===== src/rtl/cvl_pkg.sv =====
// ----------------------------------------------------------------------------
// cvl_pkg
// Shared types and constants for the compacting value list.
// ----------------------------------------------------------------------------
package cvl_pkg;

  localparam int CAPACITY = 64;
  localparam int DATA_W   = 32;
  localparam int IDX_W    = 6;
  localparam int CNT_W    = $clog2(CAPACITY + 1);
  localparam int IN_W     = 40;
  localparam int OUT_W    = 48;

  typedef enum logic [1:0] {
    CMD_APPEND = 2'd0,
    CMD_REMOVE = 2'd1,
    CMD_READ   = 2'd2,
    CMD_NONE   = 2'd3
  } cmd_t;

  typedef enum logic [1:0] {
    ST_OK      = 2'd0,
    ST_FULL    = 2'd1,
    ST_NOMATCH = 2'd2,
    ST_RANGE   = 2'd3
  } status_t;

  typedef struct packed {
    logic              append;
    logic              remove;
    logic [DATA_W-1:0] value;
    logic [IDX_W-1:0]  index;
  } cell_ctrl_t;

  typedef struct packed {
    logic              occ;
    logic              found;
    logic              rd_hit;
    logic [DATA_W-1:0] rd_data;
  } cell_fwd_t;

  typedef struct packed {
    logic              occ;
    logic [DATA_W-1:0] data;
  } cell_bwd_t;

endpackage


===== src/rtl/cvl_cell.sv =====
// ----------------------------------------------------------------------------
// cvl_cell
// One list slot: holds an entry and its occupied flag, compares against the
// operand, and shifts down from its upper neighbor on a remove.
// ----------------------------------------------------------------------------
module cvl_cell (
  input  logic                    clk,
  input  logic                    rst_n,
  input  logic [cvl_pkg::IDX_W-1:0] pos_i,
  input  cvl_pkg::cell_ctrl_t     ctrl_i,
  input  cvl_pkg::cell_fwd_t      fwd_i,
  output cvl_pkg::cell_fwd_t      fwd_o,
  input  cvl_pkg::cell_bwd_t      bwd_i,
  output cvl_pkg::cell_bwd_t      bwd_o
);
  import cvl_pkg::*;

  logic              occ_r, occ_nxt;
  logic [DATA_W-1:0] entry_r, entry_nxt;
  logic              hit;
  logic              sel;

  assign hit = occ_r && (entry_r == ctrl_i.value);
  assign sel = occ_r && (pos_i == ctrl_i.index);

  always_comb begin
    fwd_o.occ     = occ_r;
    fwd_o.found   = fwd_i.found | hit;
    fwd_o.rd_hit  = fwd_i.rd_hit | sel;
    fwd_o.rd_data = fwd_i.rd_data | (sel ? entry_r : '0);
    bwd_o.occ     = occ_r;
    bwd_o.data    = entry_r;
  end

  always_comb begin
    occ_nxt   = occ_r;
    entry_nxt = entry_r;
    if (ctrl_i.append && !occ_r && fwd_i.occ) begin
      occ_nxt   = 1'b1;
      entry_nxt = ctrl_i.value;
    end else if (ctrl_i.remove && fwd_o.found) begin
      occ_nxt   = bwd_i.occ;
      entry_nxt = bwd_i.data;
    end
  end

  always_ff @(posedge clk) begin
    if (!rst_n) begin
      occ_r <= 1'b0;
    end else begin
      occ_r <= occ_nxt;
    end
    entry_r <= entry_nxt;
  end

endmodule


===== config.mk =====
export PLATFORM = sky130hd
export DESIGN_NAME = cvl_cell
export DESIGN_NICKNAME = d
export VERILOG_FILES = /design/src/rtl/cvl_pkg.sv /design/src/rtl/cvl_cell.sv
export SDC_FILE = /design/constraint.sdc
export NUM_CORES = 1
export LEC_CHECK = 0
export BUFFER_PORTS_ARGS = -buffer_cell sky130_fd_sc_hd__buf_2
export CORE_AREA = 2 2 81 83
export DETAILED_ROUTE_END_ITERATION = 16
export DIE_AREA = 0 0 83 85
export GPL_ROUTABILITY_DRIVEN = 1
export HOLD_SLACK_MARGIN = 0.05
export PLACE_DENSITY_LB_ADDON = 0.15
export SLEW_MARGIN = 20
export SYNTH_ARGS = -nofsm -noshare
export SYNTH_HDL_FRONTEND = slang
export SYNTH_SLANG_ARGS = --single-unit

===== constraint.sdc =====
create_clock -name clk -period 2.1 [get_ports clk]
set_input_delay 0.105 -clock clk [delete_from_list [all_inputs] [get_ports clk]]
set_output_delay 0.105 -clock clk [all_outputs]
set_load 0.02 [all_outputs]

Word level (Yosys, flattened, before mapping)

Index checks and enable logic that the tools add are counted.

$add $sub $neg: 0
$mul: 0
Divide/modulo/power cells: 0
$lt $le $gt $ge: 0
Eq/ne operators: 2
Shift-type cells: 0
Multiplexer cells: 5
Bitwise operators: 3
Reductions and logical operators: 7

Operator list:

| operator            | count |
|---|---|
| $mux W32            | 3 |
| $eq A32 B32 Y1      | 1 |
| $or A32 B32 Y32     | 1 |
| $eq A6 B6 Y1        | 1 |
| $logic_and A1 B1 Y1 | 5 |
| $mux W1             | 2 |
| $or A1 B1 Y1        | 2 |
| $reduce_bool A2 Y1  | 1 |
| $logic_not A1 Y1    | 1 |

Flip-flop bits (word level): 33
Latch bits: 0
RAM bits: 0
Bits in read-only memories: 0
Output and inout port bits: 68
Logic and storage cells: 19
Memories: 0

Depth between registers and ports, before layout

Depth in word-level cells: 6
Depth in mapped cells: 6
Gate-level depth less buffers: 6

Worst setup path before layout

Ideal clock, no wire load.

Kind: reg-to-reg
Start: reg entry_r[2]
End: reg entry_r[0] (enable)
Data arrival time: 2.075 ns
Data required time: 1.711 ns
Path slack: -0.364 ns
Stages on the path, launching flop included: 7
Path buffers: 0
Path through: edfxtp_1 -> xnor2_1 -> nand4_1 -> nor4_1 -> a31o_2 -> nand2_1 -> nand2_1

RTL lines:

| element                | line           | source |
|---|---|---|
| from (decl)            | cvl_cell.sv:19 | `logic [DATA_W-1:0] entry_r, entry_nxt;` |
| from (signal assigned) | cvl_cell.sv:53 | `entry_r <= entry_nxt;` |

Worst setup path after layout

Start: reg entry_r[13]
End: reg entry_r[10] (enable)

Cells in the longest elaborated chain, start to end: 5

Ends and longest elaborated chain:

| element                             | line           | source |
|---|---|---|
| $eq A32 B32 Y1                      | cvl_cell.sv:23 | `assign hit = occ_r && (entry_r == ctrl_i.value);` |
| $logic_and A1 B1 Y1                 | cvl_cell.sv:23 |  |
| $or A1 B1 Y1                        | cvl_cell.sv:28 | `fwd_o.found = fwd_i.found \| hit;` |
| $logic_and A1 B1 Y1                 | cvl_cell.sv:41 | `end else if (ctrl_i.remove && fwd_o.found) begin` |
| $reduce_bool A2 Y1 (no source line) | n/a            |  |

Every way passes these cells.
A chain may end at the register's enable or synchronous reset.

==> results.md <==
Cells and area:
- The layout-stage area growth over the synthesis result is 55.18%.
- The layout net count is 539.
- The most frequent standard cell in the layout excluding fill and tap cells is sky130_fd_sc_hd__buf_2.
- With fillers left out, the area of the finished cells amounts to 0.003297 sq mm.
- Leaving out fill and tap cells, the most frequent cells in the layout are sky130_fd_sc_hd__buf_2, sky130_fd_sc_hd__nand2_1, sky130_fd_sc_hd__a21o_1, sky130_fd_sc_hd__edfxtp_1, sky130_fd_sc_hd__xnor2_1.
- The final core utilization is between 50% and 60%.
- The total inserted antenna cells is 0.
- Cells with a size suffix above 1 make up 48.58% of the layout.

Timing:
- The final number of max-transition violations is 0.
- The slew of the pin with the lowest slew margin is 332.4 ps.
- Derived from the worst setup path, the maximum achievable clock frequency is 510.0 MHz.
- The final setup violation count is 0.
- Setup repair after global routing left no endpoint under its margin.
- The worst path in the final design needs a cycle of between 1500 and 2000 ps, including I/O delays and setup.
- Dividing the final minimum period by the clock period gives 93.37%.
- The worst clock skew is 4.913 ps.
- The worst relative slew slack is 77.84%.
- Across all hold checks on the routed design, the worst slack comes to 86.40 ps.
- The final-layout setup total negative slack is 0 ps.
- The count of final hold-check violations is 0.

Setup path:
- The worst setup path is captured at a flip-flop.
- The end of the worst register-to-register path is entry_r[10].
- The data required time of the critical path is 2100 ps.
- Of all nets on the critical path, the largest fanout is 13.
- The arrival time at the worst endpoint is between 1500 and 2000 ps.
- The worst reg-to-reg setup slack is 140 ps.
- The critical path start-end classification is reg -> reg.
- The start point of the critical path is entry_r[13].
- The number of cells on the worst reg-to-reg path is 7.
- The startpoint identified for the worst register-to-register timing path is entry_r[13].
- The endpoint of the worst setup timing path is entry_r[10].
- The category of the worst setup path launch point is a flip-flop.

Die:
- The number of rows created at floorplan is 29.
- The die area is 0.007055 sq mm.
- Once the floorplan was initialized, standard cells occupied 34.24% of the core.
- The width of the die is 83 microns.
- The area of the core is 0.006205 sq mm.
- The I/O pin count is 184.
- The height of the chip is 85 microns.

Routing:
- The number of optimization iterations in the first detailed-route pass is 4.
- The total vias in the final route is roughly 2,300.
- The routed length per instance is around 13 microns.
- The number of remaining DRC errors is 0.
- The count of nets left with antenna violations once routing finished came out at 0.
- The via density per instance is around 4.6.
- In this run, the number of DRC markers left after iteration 0 of detailed routing was 29.
- The detailed-route wire length is approximately 6.7 mm.

GRT:
- The via count of the first global-routing pass is roughly 2,300.
- The maximum number of pins on one net before global-route repair is 30.
- The overflow left after global routing is 0.
- The first global-routing pass estimated 10.68 mm of wire.
- The number of antenna violations at the first check in global routing is 1.
- In the global route stage, overall resource usage came out at 18.99%.

Pwr:
- The analysis attributes to cell leakage a power of 1.795 nW.
- The proportion of power drawn by combinational gates is 31.2%.
- The net load switching power is 0.0005896 W.
- The peak ir drop on the vdd network is 0.3052 mV.
- Dividing total power by cell area gives a power density of between 500 and 600 mW/mm^2.
- Internal power comes to 0.001284 W.
- The power share of the clock group is a little under a quarter.
- Registers are responsible for 45.3% of the overall power.
- The share of total power consumed by net switching is 31.47%.

Clocking:
- The clock tree synthesis step divided the H-tree into 2 levels.
- The tree is rooted in a sky130_fd_sc_hd__clkbuf_8.
- The clock insertion delay at the later pin of the skew report is 280 ps.
- No sink is reached through more buffers than the 2 on the longest clock path.
- The clock sink total is 33.
- The number of buffers created by CTS is 5.
- The clock tree from TritonCTS is done.
- After clock tree synthesis, the clock-pin slew on the worst setup and hold paths is 60 ps.

Yosys:
- Synthesis inferred 33 register bits.
- The synthesized netlist contains 25 unique library cells.
- The per-instance average area after synthesis is 9.002 sq um.
- The mapped cell area is 0.002125 sq mm.
- Synthesis produced a netlist with a net count of 352.
- The number of synthesis warnings is 0.
- The post-synthesis sequential area ratio is about 46%.
- The count of mapped cells out of synthesis is 236.

Placement:
- The HPWL after detailed placement is 5.595 mm.
- The final weighted congestion of routability-driven global placement is 0.8316.
- The placed instances occupy a cell area of 0.003184 sq mm.
- The count of buffers added on input and output ports is 183.

Job:
- The max-cap violation count is 0.

Run status:
- The flow ran to the end, and the final reports show no timing, DRC or antenna violations.

Hold path:
- The worst hold path begins at bwd_i[22].
- The classification of the worst-slack hold path is in -> reg.
-- Yosys cell counts --
cell / count / area [sq um]
sky130_fd_sc_hd__a21boi_1: 1 / 7.510
sky130_fd_sc_hd__a21o_1: 32 / 240.2
sky130_fd_sc_hd__a31o_2: 1 / 8.760
sky130_fd_sc_hd__and3_1: 1 / 6.260
sky130_fd_sc_hd__buf_2: 3 / 15.01
sky130_fd_sc_hd__buf_4: 2 / 15.01
sky130_fd_sc_hd__clkbuf_1: 7 / 26.28
sky130_fd_sc_hd__dfxtp_1: 1 / 20.02
sky130_fd_sc_hd__edfxtp_1: 32 / 960.9
sky130_fd_sc_hd__inv_1: 3 / 11.26
sky130_fd_sc_hd__nand2_1: 95 / 356.6
sky130_fd_sc_hd__nand2b_1: 3 / 18.77
sky130_fd_sc_hd__nand3_1: 1 / 5.000
sky130_fd_sc_hd__nand4_1: 7 / 43.79
sky130_fd_sc_hd__nor2_1: 1 / 3.750
sky130_fd_sc_hd__nor3_1: 1 / 5.000
sky130_fd_sc_hd__nor4_1: 2 / 12.51
sky130_fd_sc_hd__nor4_2: 1 / 12.51
sky130_fd_sc_hd__o2111ai_1: 1 / 8.760
sky130_fd_sc_hd__o21ai_0: 2 / 10.01
sky130_fd_sc_hd__o221ai_1: 1 / 8.760
sky130_fd_sc_hd__o31a_1: 1 / 8.760
sky130_fd_sc_hd__or2_2: 2 / 12.51
sky130_fd_sc_hd__xnor2_1: 30 / 262.8
sky130_fd_sc_hd__xor2_1: 5 / 43.79
-- power groups by stage --
stage	Combinational [W]	Clock, W	Sequential [W]
2_1_floorplan	0.000251	0	0.000921
3_3_place_gp	0.000583	0	0.000858
3_5_place_dp	0.000586	0	0.000862
4_1_cts	0.000589	0.000457	0.000848
5_1_grt	0.000640	0.000480	0.000858
6_report	0.000584	0.000441	0.000849
-- area by class of cell --
type / count / area (sq um)
multi-input cells: 188 / 1116
clock inverters: 3 / 12.51
inverters: 3 / 11.26
repair buffers: 192 / 1011
fillers: 642 / 2908
clock buffers: 5 / 68.82
well taps: 77 / 96.34
flip-flops and latches: 33 / 980.9
-- through the flow --
stage	total power [W]	worst slack (ps)	cells
global route	0.001978	9.105	501
finish	0.001874	139.3	501
floorplan	0.001172	76.40	236
global placement	0.001441	120.0	492
CTS	0.001894	66.25	501
detailed placement	0.001447	81.60	492
-- sequential cells by signal (all words and copies together), names as in the netlist --
signal / flops
entry_r: 32
occ_r: 1
-- worst max-delay path, cell delays in order (launching register included) --
cell and delay, ps:
sky130_fd_sc_hd__edfxtp_1 450, sky130_fd_sc_hd__xnor2_2 170, sky130_fd_sc_hd__nand4_1 160, sky130_fd_sc_hd__nor4_2 280, sky130_fd_sc_hd__a31o_2 210, sky130_fd_sc_hd__nand2_1 90
sky130_fd_sc_hd__nand2_4 150, sky130_fd_sc_hd__buf_12 160
-- what timing repair did --
action	CTS	global route
hold buffers	1	0
resized for setup	0	3
setup buffers	0	0
hold endpoints to repair	1	0
setup endpoints to repair	0	28
-- cells by family after synthesis --
logic type             after synthesis  synth area share [%]
flip-flops                          33                 46.17
buffers and inverters               15                 3.180
AO/OA/AOI/OAI                       39                 13.78
XOR/XNOR                            35                 14.43
AND/OR/NAND/NOR                    114                 22.44
-- metal layers --
layer	part of all wire (%)	wire, microns	vias to the layer above	GRT usage, %
li1	-	-	1167	-
met4	1.4	92	2	5.216
met2	52	3474	119	34.09
met3	8.6	583	10	5.350
met5	0.19	13	-	0
met1	38	2576	1027	22.32
-- worst min path at each step --
| stage | end | slack, ps | depth (start not counted) |
|---|---|---|---|
| floorplan | occ_r | 230 | 1 |
| global placement | occ_r | 330 | 2 |
| global route | entry_r[14] | 90 | 3 |
| CTS | entry_r[22] | 80 | 3 |
| detailed placement | occ_r | 320 | 2 |
| finish | entry_r[22] | 90 | 3 |
(Power assumes the default switching activity.)
